[src/assert_macros.svh]
// Assertion macros used by the engine's top level.
// No dependencies; the including file supplies clock, reset and property.
`ifndef ASSERT_MACROS_SVH
`define ASSERT_MACROS_SVH

// The property must hold at every clock edge once reset has been released.
`define LCE_ASSERT(label, clk, rst_n, prop, msg) \
    label: assert property (@(posedge clk) disable iff (!rst_n) (prop)) \
        else $error(msg);

// When the trigger holds, the expectation must hold in the next cycle.
`define LCE_ASSERT_NEXT(label, clk, rst_n, trig, expect_next, msg) \
    label: assert property (@(posedge clk) disable iff (!rst_n) \
        (trig) |=> (expect_next)) else $error(msg);

`endif

[src/lce_pkg.sv]
// Shared types and constants of the life cellular automaton engine.
// No dependencies; lce_ctrl, lce_dp and the top level refer to it.
`timescale 1ns / 1ps
`default_nettype none

package lce_pkg;

    typedef logic [1:0] t_opcode;

    localparam t_opcode OP_WRITE = 2'd0;
    localparam t_opcode OP_READ  = 2'd1;
    localparam t_opcode OP_CLEAR = 2'd2;
    localparam t_opcode OP_STEP  = 2'd3;

    // B3/S23 rule thresholds.
    localparam int BIRTH_COUNT = 3;
    localparam int SURVIVE_MIN = 2;
    localparam int CROWD_COUNT = 4;

    typedef logic [3:0] t_count;

    typedef struct packed {
        t_opcode    opcode;
        logic [7:0] cell_col;
        logic [7:0] cell_row;
        logic       cell_value;
    } t_in_word;

    typedef struct packed {
        logic    cell_alive;
        t_opcode done_opcode;
    } t_out_word;

    // Commands from the controller to the datapath.
    typedef struct packed {
        logic accept;
        logic exec;
        logic capture;
        logic clear_wr;
        logic scan;
        logic out_load;
    } t_ctl_cmd;

    // Status from the datapath to the controller.
    typedef struct packed {
        t_opcode opcode;
        logic    wr_last;
        logic    scan_last;
    } t_dp_status;

endpackage

`default_nettype wire

[src/lce_ctrl.sv]
// Controller of the life engine: sequences clear passes, cell accesses,
// generation sweeps and the result word. Depends on lce_pkg.
`timescale 1ns / 1ps
`default_nettype none

module lce_ctrl (
    input  logic                i_clk,
    input  logic                i_rst_n,
    input  logic                i_in_valid,
    output logic                o_in_stall,
    output logic                o_out_valid,
    input  logic                i_out_stall,
    input  lce_pkg::t_dp_status i_status,
    output lce_pkg::t_ctl_cmd   o_cmd
);

    localparam logic [3:0] S_INIT   = 4'd0;
    localparam logic [3:0] S_IDLE   = 4'd1;
    localparam logic [3:0] S_DISP   = 4'd2;
    localparam logic [3:0] S_RCAP   = 4'd3;
    localparam logic [3:0] S_CLEAR  = 4'd4;
    localparam logic [3:0] S_STEP   = 4'd5;
    localparam logic [3:0] S_DRAIN1 = 4'd6;
    localparam logic [3:0] S_DRAIN2 = 4'd7;
    localparam logic [3:0] S_DONE   = 4'd8;

    logic [3:0] r_state;
    logic [3:0] n_state;
    logic       r_out_valid;
    logic       n_out_valid;

    always_comb begin
        n_state = r_state;
        o_cmd   = '0;
        case (r_state)
            S_INIT: begin
                o_cmd.clear_wr = 1'b1;
                if (i_status.wr_last) begin
                    n_state = S_IDLE;
                end
            end
            S_IDLE: begin
                if (i_in_valid) begin
                    o_cmd.accept = 1'b1;
                    n_state      = S_DISP;
                end
            end
            S_DISP: begin
                case (i_status.opcode)
                    lce_pkg::OP_WRITE: begin
                        o_cmd.exec = 1'b1;
                        n_state    = S_DONE;
                    end
                    lce_pkg::OP_READ: begin
                        o_cmd.exec = 1'b1;
                        n_state    = S_RCAP;
                    end
                    lce_pkg::OP_CLEAR: begin
                        n_state = S_CLEAR;
                    end
                    lce_pkg::OP_STEP: begin
                        n_state = S_STEP;
                    end
                    default: begin
                        n_state = S_DONE;
                    end
                endcase
            end
            S_RCAP: begin
                o_cmd.capture = 1'b1;
                n_state       = S_DONE;
            end
            S_CLEAR: begin
                o_cmd.clear_wr = 1'b1;
                if (i_status.wr_last) begin
                    n_state = S_DONE;
                end
            end
            S_STEP: begin
                o_cmd.scan = 1'b1;
                if (i_status.scan_last) begin
                    n_state = S_DRAIN1;
                end
            end
            // S_DRAIN1 and S_DRAIN2 let the last column leave the window and be written back.
            S_DRAIN1: begin
                n_state = S_DRAIN2;
            end
            S_DRAIN2: begin
                n_state = S_DONE;
            end
            S_DONE: begin
                if (!r_out_valid || !i_out_stall) begin
                    o_cmd.out_load = 1'b1;
                    n_state        = S_IDLE;
                end
            end
            default: begin
                n_state = S_IDLE;
            end
        endcase
    end

    always_comb begin
        if (o_cmd.out_load) begin
            n_out_valid = 1'b1;
        end else if (!i_out_stall) begin
            n_out_valid = 1'b0;
        end else begin
            n_out_valid = r_out_valid;
        end
    end

    always_ff @(posedge i_clk) begin
        if (!i_rst_n) begin
            r_state     <= S_INIT;
            r_out_valid <= 1'b0;
        end else begin
            r_state     <= n_state;
            r_out_valid <= n_out_valid;
        end
    end

    assign o_in_stall  = (r_state != S_IDLE);
    assign o_out_valid = r_out_valid;

endmodule

`default_nettype wire

[config.mk]
export PLATFORM = sky130hd
export DESIGN_NAME = lce_ctrl
export DESIGN_NICKNAME = d
export VERILOG_FILES = /design/src/assert_macros.svh /design/src/lce_pkg.sv /design/src/lce_ctrl.sv
export SDC_FILE = /design/constraint.sdc
export NUM_CORES = 1
export LEC_CHECK = 0
export BUFFER_PORTS_ARGS = -buffer_cell sky130_fd_sc_hd__buf_2
export CAP_MARGIN = 15
export CORE_AREA = 2 2 39 41
export DETAILED_ROUTE_END_ITERATION = 10
export DIE_AREA = 0 0 41 43
export PLACE_DENSITY = 0.49
export SETUP_SLACK_MARGIN = 0.2
export SYNTH_ARGS = -nofsm -noshare
export SYNTH_HDL_FRONTEND = slang
export SYNTH_SLANG_ARGS = --single-unit
[constraint.sdc]
create_clock -name i_clk -period 4 [get_ports i_clk]
set_input_delay 0.4 -clock i_clk [delete_from_list [all_inputs] [get_ports i_clk]]
set_output_delay 0.4 -clock i_clk [all_outputs]
set_load 0.02 [all_outputs]
* Word level (Yosys, flattened, before mapping)
Cells that the tools add are included.
** Word-level totals
- Register bits after elaboration :: 5
- Output and inout port bits :: 8
- Word-level logic and storage cells :: 47
** Operators by class
- Equality and inequality tests :: 18
- Multiplexer cells :: 18
- Reductions and logical operators :: 9
** Operator list (number)
- $pmux W4 S8 :: 1
- $mux W4 :: 5
- $eq A4 B3 Y1 const B :: 4
- $pmux W4 S4 :: 1
- $mux W1 :: 11
- $ne A2 B2 Y1 const B :: 5
- $eq A4 B2 Y1 const B :: 2
- $reduce_or A2 Y1 :: 3
- $reduce_and A5 Y1 :: 1
- $eq A2 B2 Y1 const B :: 2
- $eq A4 B1 Y1 const B :: 1
- $eq A4 B4 Y1 const B :: 1
- $logic_not A4 Y1 :: 1
- $ne A4 B1 Y1 const B :: 1
- $eq A2 B1 Y1 const B :: 1
- $logic_not A1 Y1 :: 2
- $logic_not A2 Y1 :: 1
- $ne A2 B1 Y1 const B :: 1
- $logic_or A1 B1 Y1 :: 1

* Logic depth before layout (Yosys ltp)
Gate-level depths: netlist (run 1).
- Depth in word-level cells :: 5
- Gate-level depth with buffers :: 5
- Depth with buffers taken out :: 4

* Least setup slack after synthesis (run 1)
OpenSTA, ideal clock, no wires.
- Kind :: register to output
- From :: reg r_state[1]
- To :: out o_cmd[4] (netlist name)
- Arrival time :: 1359 ps
- Setup slack :: 2241 ps
- Stages on the path, launching flop included :: 4
- Path buffers :: 1
- Cells stage by stage :: dfxtp_1 > clkbuf_1 > nand2b_1 > nor4_1
** RTL lines
- start, declared :: RTL line lce_ctrl.sv:27 : logic [3:0] r_state;
- start signal, assigned :: RTL line lce_ctrl.sv:119 : r_state <= n_state;
- end, declared :: RTL line lce_ctrl.sv:14 : output lce_pkg::t_ctl_cmd o_cmd

==> impl_metrics.env, run 1 <==
export IMPL_synth_fp_nets=62
export IMPL_grt_pass1_vias=340
export IMPL_syn_avg_cell_area_sq_um=7.183
export IMPL_drtPass1Iterations=4
export IMPL_synth_seq_cells=5
export IMPL_clock_latency_ns=0.24
export IMPL_clk_path_buf_depth=2
export IMPL_hold_buffers=0
export IMPL_power_leakage_uw=0.0002340
export IMPL_worst_pin_slew_ns=0.4216
export IMPL_critical_path_class="register to primary output"
export IMPL_path_clk_slew_ns=0.04
export IMPL_dieHeight_microns=43
export IMPL_rsz0062_at_grt="no"
export IMPL_grt_overflow_total=0
export IMPL_placed_cell_area_sq_um=460.4
export IMPL_peakVddDrop_mv=0.2115
export IMPL_gp_congestion=0.7503
export IMPL_timing_rr_end="r_state[0]"
export IMPL_min_to="o_out_valid"
export IMPL_slew_violations=0
export IMPL_postCtsSetupBuffers=0
export IMPL_critPathCaptureType="primary output"
export IMPL_area_growth_syn_to_layout_pct=25.81
export IMPL_cts_htree_levels=1
export IMPL_grt_max_degree=14
export IMPL_syn_inst=54
export IMPL_cp_required_ns=3.60
export IMPL_port_buffers=15
export IMPL_grt_use_total=0.1174
export IMPL_setup_tns_final_ns=0
export IMPL_drc=0
export IMPL_nFillCells=160
export IMPL_die_area_sq_um=1763
export IMPL_grt_util_met1=0.1346
export IMPL_maxCapViolCount=0
export IMPL_viasPerCell=4.976
export IMPL_grt_util_met2=0.1688
export IMPL_postRouteAntennaNets=0
export IMPL_drt_iter0_drc=13
export IMPL_p_total_uw=199.6
export IMPL_finalClockSkew_ns=0.001039
export IMPL_cts_buffers=3
export IMPL_cts_repair_resized=0
export IMPL_rows=14
export IMPL_holdPathStages=3
export IMPL_dr_total_vias=418
export IMPL_grt_antenna_before_repair=0
export IMPL_min_from="i_out_stall"
export IMPL_root_buffer="clkbuf_4"
export IMPL_worstPathArrival_ns=1.58
export IMPL_synth_seq_area_share=0.2581
export IMPL_final_nets=77
export IMPL_dieWidth_microns=41
export IMPL_cts_tree="yes"
export IMPL_routed_wl_microns=943
export IMPL_setup_violations_final=0
export IMPL_combPwrFrac=0.352
export IMPL_start_util=0.2803
export IMPL_hp_class="primary input to register"
export IMPL_cts_sink_count=5
export IMPL_use_met3=0.06283
export IMPL_p_per_area_nw_per_um2=409.0
export IMPL_status="completed"
export IMPL_clockPowerShare=0.293
export IMPL_ys_types=26
export IMPL_place_hpwl_microns=685
export IMPL_switching_power_uw=76.28
export IMPL_fmax_mhz=505.8
export IMPL_period_share=0.4943
export IMPL_grt_busiest_layer="met2"
export IMPL_drive_gt1_frac=0.3088
export IMPL_ys_warn_count=0
export IMPL_power_share_sequential=0.356
export IMPL_p_int_uw=123.3
export IMPL_swShare=0.3822
export IMPL_grt_pass1_wl_microns=1338
export IMPL_num_antenna_cells=0
export IMPL_core_area_sq_um=1384
export IMPL_critPathLaunchType="register"
export IMPL_final_area_sq_um=488.0
export IMPL_netlist_area_sq_um=387.9
export IMPL_routedWlPerCell_microns=11.23
export IMPL_rrSetupSlack_ns=2.29
export IMPL_min_period_ns=1.977
export IMPL_dp_cells=80
export IMPL_slew_headroom=0.7186
export IMPL_r2r_start="r_state[3]"
export IMPL_rr_worst_depth=4
export IMPL_ios=16
export IMPL_critPathMaxFanout=11
export IMPL_finalHoldViolCount=0
export IMPL_finalNonFillerCells=84
-- layer usage --
| layer | share of wire | vias to the layer above |
|---|---|---|
| li1 | - | 222 |
| met1 | 0.49 | 187 |
| met2 | 0.46 | 9 |
| met3 | 0.050 | 0 |
| met4 | 0 | 0 |
| met5 | 0 | - |
-- state kept, by name, summed over array words and instances (netlist names) --
register	cells
r_state	4
o_out_valid	1
-- synthesized netlist by cell type --
cell / count / area, sq um
dfxtp_1: 5 / 100.1
nor2_1: 2 / 7.510
nor4b_1: 1 / 8.760
o21ai_0: 4 / 20.02
a31o_2: 1 / 8.760
o41ai_1: 1 / 8.760
a2bb2oi_1: 1 / 8.760
and3_1: 2 / 12.51
or2_1: 1 / 6.260
nor2b_1: 2 / 12.51
nor3b_1: 1 / 7.510
o21a_1: 1 / 7.510
nand2_1: 6 / 22.52
inv_1: 2 / 7.510
nor3_1: 4 / 20.02
and3b_1: 1 / 8.760
or4b_4: 1 / 13.76
nand2b_1: 2 / 12.51
a21boi_1: 1 / 7.510
a21oi_1: 3 / 15.01
o22ai_1: 1 / 6.260
mux2i_1: 2 / 20.02
buf_4: 1 / 7.510
nor4_1: 2 / 12.51
nand3_1: 2 / 10.01
clkbuf_1: 4 / 15.01
-- cell usage in the layout (no fill, tap or decap), types with 2 or more instances in the layout --
master,n
a21oi_1,3
and3_1,2
buf_2,15
clkbuf_4,3
dfxtp_1,5
inv_1,2
mux2i_1,2
nand2_1,6
nand2b_1,2
nand3_1,2
nor2_1,2
nor2b_1,2
nor3_1,4
nor4_1,2
o21ai_0,4
-- power by group through the flow --
| stage | registers (uW) | clock network (uW) | logic [uW] |
|---|---|---|---|
| final | 71.0 | 58.4 | 70.2 |
| after global routing | 72.2 | 64.4 | 78.6 |
| after CTS | 70.3 | 60.9 | 70.8 |
| after detailed placement | 71.2 | 0 | 70.5 |
| after global placement | 71.0 | 0 | 70.3 |
| after floorplan | 59.8 | 0 | 61.3 |
-- through the flow --
step / worst slack, ns / utilization / hold slack (ns)
2_1_floorplan: 2.241 / - / 0.5355
3_3_place_gp: 2.315 / 0.3327 / 0.4905
3_5_place_dp: 2.292 / 0.3327 / 0.4820
4_1_cts: 2.018 / 0.3526 / 0.4298
5_1_grt: 1.944 / 0.3526 / 0.4289
6_report: 2.023 / 0.3526 / 0.4333
-- worst max-delay path: stages (launching register included) --
cell	delay [ns]
dfxtp_1	0.52
or4b_4	0.52
a21oi_1	0.12
buf_2	0.17
-- worst max path at each step --
stage          startpoint       end  slack [ns]  depth (start not counted)
3_3_place_gp   r_state[2]  o_cmd[0]        2.31                          3
5_1_grt        r_state[3]  o_cmd[0]        1.94                          3
6_report       r_state[3]  o_cmd[0]        2.02                          3
2_1_floorplan  r_state[1]  o_cmd[4]        2.24                          3
3_5_place_dp   r_state[3]  o_cmd[0]        2.29                          3
4_1_cts        r_state[3]  o_cmd[0]        2.02                          3
-- kinds of logic (layout without fill, tap and decap cells) --
kind of cell,Yosys count,count (layout),share of synthesized area
compound gates,13,13,0.2129
flops,5,5,0.2581
buf+inv,7,21,0.07742
mux,2,2,0.05161
simple gates,27,27,0.4000
-- layout make-up --
cell class                      instances  area (sq um)  area share
Clock inverter                          1         5.005     0.01026
Multi-Input combinational cell         42         257.7      0.5282
Inverter                                2         7.507     0.01538
Tap cell                               16         20.02     0.04103
Timing Repair Buffer                   15         75.07      0.1538
Clock buffer                            3         22.52     0.04615
Sequential cell                         5         100.1      0.2051
Note: power is estimated with default switching activity, not from simulation.
==> run 2, diff against run 1 <==
--- a/config.mk
+++ b/config.mk
@@ -5,6 +5,7 @@
 export SDC_FILE = /design/constraint.sdc
 export NUM_CORES = 1
 export LEC_CHECK = 0
+export ABC_AREA = 1
 export BUFFER_PORTS_ARGS = -buffer_cell sky130_fd_sc_hd__buf_2
 export CAP_MARGIN = 15
 export CORE_AREA = 2 2 39 41
==> constraint.sdc (replaced) <==
create_clock -name i_clk -period 1.73 [get_ports i_clk]
set_input_delay 0.173 -clock i_clk [delete_from_list [all_inputs] [get_ports i_clk]]
set_output_delay 0.173 -clock i_clk [all_outputs]
set_load 0.02 [all_outputs]
==> impl_metrics.env, run 2 <==
export IMPL_grt_pass1_vias=424
export IMPL_routed_wl_microns=903
export IMPL_synth_top_family_by_area="simple AND/OR/NAND/NOR gates"
export IMPL_async_flop_share=0
export IMPL_switching_power_uw=206.8
export IMPL_min_from="i_out_stall"
export IMPL_grt_overflow_total=0
export IMPL_grt_antenna_before_repair=0
export IMPL_power_leakage_uw=0.0002540
export IMPL_cp_required_ns=1.56
export IMPL_ys_types=16
export IMPL_synthDominantCellAreaShare=0.2721
export IMPL_start_util=0.2658
export IMPL_core_area_sq_um=1384
export IMPL_synth_most_common_cell="nand2_1"
export IMPL_whs_ns=0.2108
export IMPL_synth_common_cells="12 x nand2_1, 9 x nand3_1, 9 x nor2_1, 7 x inv_1"
export IMPL_r2r_start="r_state[2]"
export IMPL_p_int_uw=291.4
export IMPL_critical_path_class="register to primary output"
export IMPL_setup_slack_ns=0.2977
export IMPL_worstPathArrival_ns=1.26
export IMPL_ys_warn_count=0
export IMPL_synth_mux_area_fraction=0
export IMPL_finalHoldViolCount=0
export IMPL_finalClockSkew_ns=0.001206
export IMPL_drt_iter0_drc=6
export IMPL_crit_path_cell_trace="nor2_1, nand2_1, nor2_1, buf_2"
export IMPL_postRouteAntennaNets=0
export IMPL_setup_tns_final_ns=0
export IMPL_cp_slowest_cell="dfxtp_1"
export IMPL_slew_headroom=0.7636
export IMPL_peakVddDrop_mv=0.3742
export IMPL_cts_sink_count=5
export IMPL_slew_violations=0
export IMPL_die_area_sq_um=1763
export IMPL_synth_seq_area_share=0.2721
export IMPL_syn_inst=62
export IMPL_period_share=0.8279
export IMPL_clock_latency_ns=0.24
export IMPL_synthXorXnorAreaFrac=0
export IMPL_mostFrequentLayoutCells="15 x buf_2, 12 x nand2_1, 9 x nand3_1"
export IMPL_crit_path_frequent_cell="nor2_1"
export IMPL_swShare=0.4150
export IMPL_power_share_sequential=0.313
export IMPL_path_clk_slew_ns=0.04
export IMPL_critPathLaunchType="register"
export IMPL_synth_simple_gate_area_frac=0.5000
export IMPL_dr_total_vias=437
export IMPL_num_antenna_cells=0
export IMPL_place_hpwl_microns=724.5
export IMPL_synth_compound_area_share=0.1156
export IMPL_crit_path_max_incr_delay_ns=0.34
export IMPL_grt_use_total=0.1255
export IMPL_combPwrFrac=0.420
export IMPL_area_growth_syn_to_layout_pct=31.97
export IMPL_cts_htree_levels=1
export IMPL_setup_violations_final=0
export IMPL_dpl_worst_slack_ns=0.5104
export IMPL_postCtsSetupBuffers=0
export IMPL_synth_fp_nets=70
export IMPL_regMostFlops="r_state"
export IMPL_viasPerCell=4.552
export IMPL_rsz0062_at_grt="yes"
export IMPL_fmax_mhz=698.2
export IMPL_drive_gt1_frac=0.3625
export IMPL_hold_buffers=0
export IMPL_critPathMaxFanout=6
export IMPL_grt_max_degree=7
export IMPL_dieWidth_microns=41
export IMPL_yosys_area_top_type="dfxtp_1"
export IMPL_synth_edff_count=0
export IMPL_clockPowerShare=0.267
export IMPL_ios=16
export IMPL_cts_buffers=3
export IMPL_gp_congestion=0.7187
export IMPL_clk_path_buf_depth=2
export IMPL_dieHeight_microns=43
export IMPL_synthAdderAreaFrac=0
export IMPL_drtPass1Iterations=2
export IMPL_placed_cell_area_sq_um=455.4
export IMPL_p_total_uw=498.2
export IMPL_cts_tree="yes"
export IMPL_p_per_area_nw_per_um2=1026
export IMPL_port_buffers=15
export IMPL_rows=14
export IMPL_layout_commonest_cell="buf_2"
export IMPL_grt_pass1_wl_microns=1538
export IMPL_drc=0
export IMPL_final_nets=89
export IMPL_worst_pin_slew_ns=0.3533
export IMPL_netlist_area_sq_um=367.9
export IMPL_hp_class="primary input to register"
export IMPL_setup_worst_path_start="r_state[2]"
export IMPL_status="completed"
export IMPL_critPathCaptureType="primary output"
export IMPL_ys_flop_type="dfxtp_1"
export IMPL_min_period_ns=1.432
export IMPL_maxCapViolCount=0
export IMPL_synthTopCellsByArea="dfxtp_1 27%, nand3_1 12%, nand2_1 12%"
export IMPL_root_buffer="clkbuf_4"
export IMPL_final_area_sq_um=485.5
export IMPL_largest_reg_flops=4
export IMPL_synth_seq_cells=5
export IMPL_nFillCells=164
export IMPL_syn_avg_cell_area_sq_um=5.933
export IMPL_routedWlPerCell_microns=9.406
==> run 2: cell types whose count changed after synthesis, moves of 4 or more <==
cell,previous run,this run
clkbuf_1,4,0
nor2_1,2,9
nand3_1,2,9
nor2_2,0,4
inv_1,2,7
nand2_1,6,12
==> run 2: critical path: cells and delay by family, from the launching register on <==
family                 cells  cell delay, ns
buffers and inverters      1            0.16
and+or+nand+nor            3            0.52
DFF                        1            0.34
==> run 2: power by group through the flow <==
stage               Combinational [uW]  Clock (uW)  Sequential (uW)
detailed placement                 208           0              156
CTS                                209         139              154
floorplan                          156           0              150
global route                       238         151              158
global placement                   211           0              158
finish                             209         133              156
==> run 2: area by class of cell <==
class	count	area [sq um]	area share
clock buffer	4	26.28	0.05412
inverter	9	33.78	0.06959
multi-input combinational	47	229.0	0.4716
sequential	5	101.3	0.2088
tap	16	20.02	0.04124
timing repair buffer	15	75.07	0.1546
==> run 2: cells by family after synthesis <==
family | after synthesis
DFF | 5
and+or+nand+nor | 39
buffers and inverters | 10
AOI/OAI and AO/OA | 8
==> run 2: stage by stage <==
stage,cells,util
final,96,0.3508
after CTS,96,0.3481
after global placement,92,0.3291
after detailed placement,92,0.3291
after floorplan,62,-
after global routing,96,0.3508
==> run 2: metal layers <==
metal	global-route usage	wire length, microns	vias to the layer above
li1	-	-	235
met1	0.1479	434	198
met2	0.1906	457	4
met3	0.04712	11	0
met4	0.06000	0	0
met5	0	0	-
==> run 2: path summary, 6_finish.rpt <==
check | endpoint | slack [ns] | cells after the start
min reg2reg | o_out_valid | 0.48 | 2
min | o_out_valid | 0.21 | 3
max | o_cmd[5] | 0.30 | 4
max reg2reg | r_state[1] | 0.47 | 5
==> run 2: what timing repair did <==
item	CTS	global route
endpoints found under the hold margin	0	0
setup endpoints to repair	0	2
resized for setup	0	2
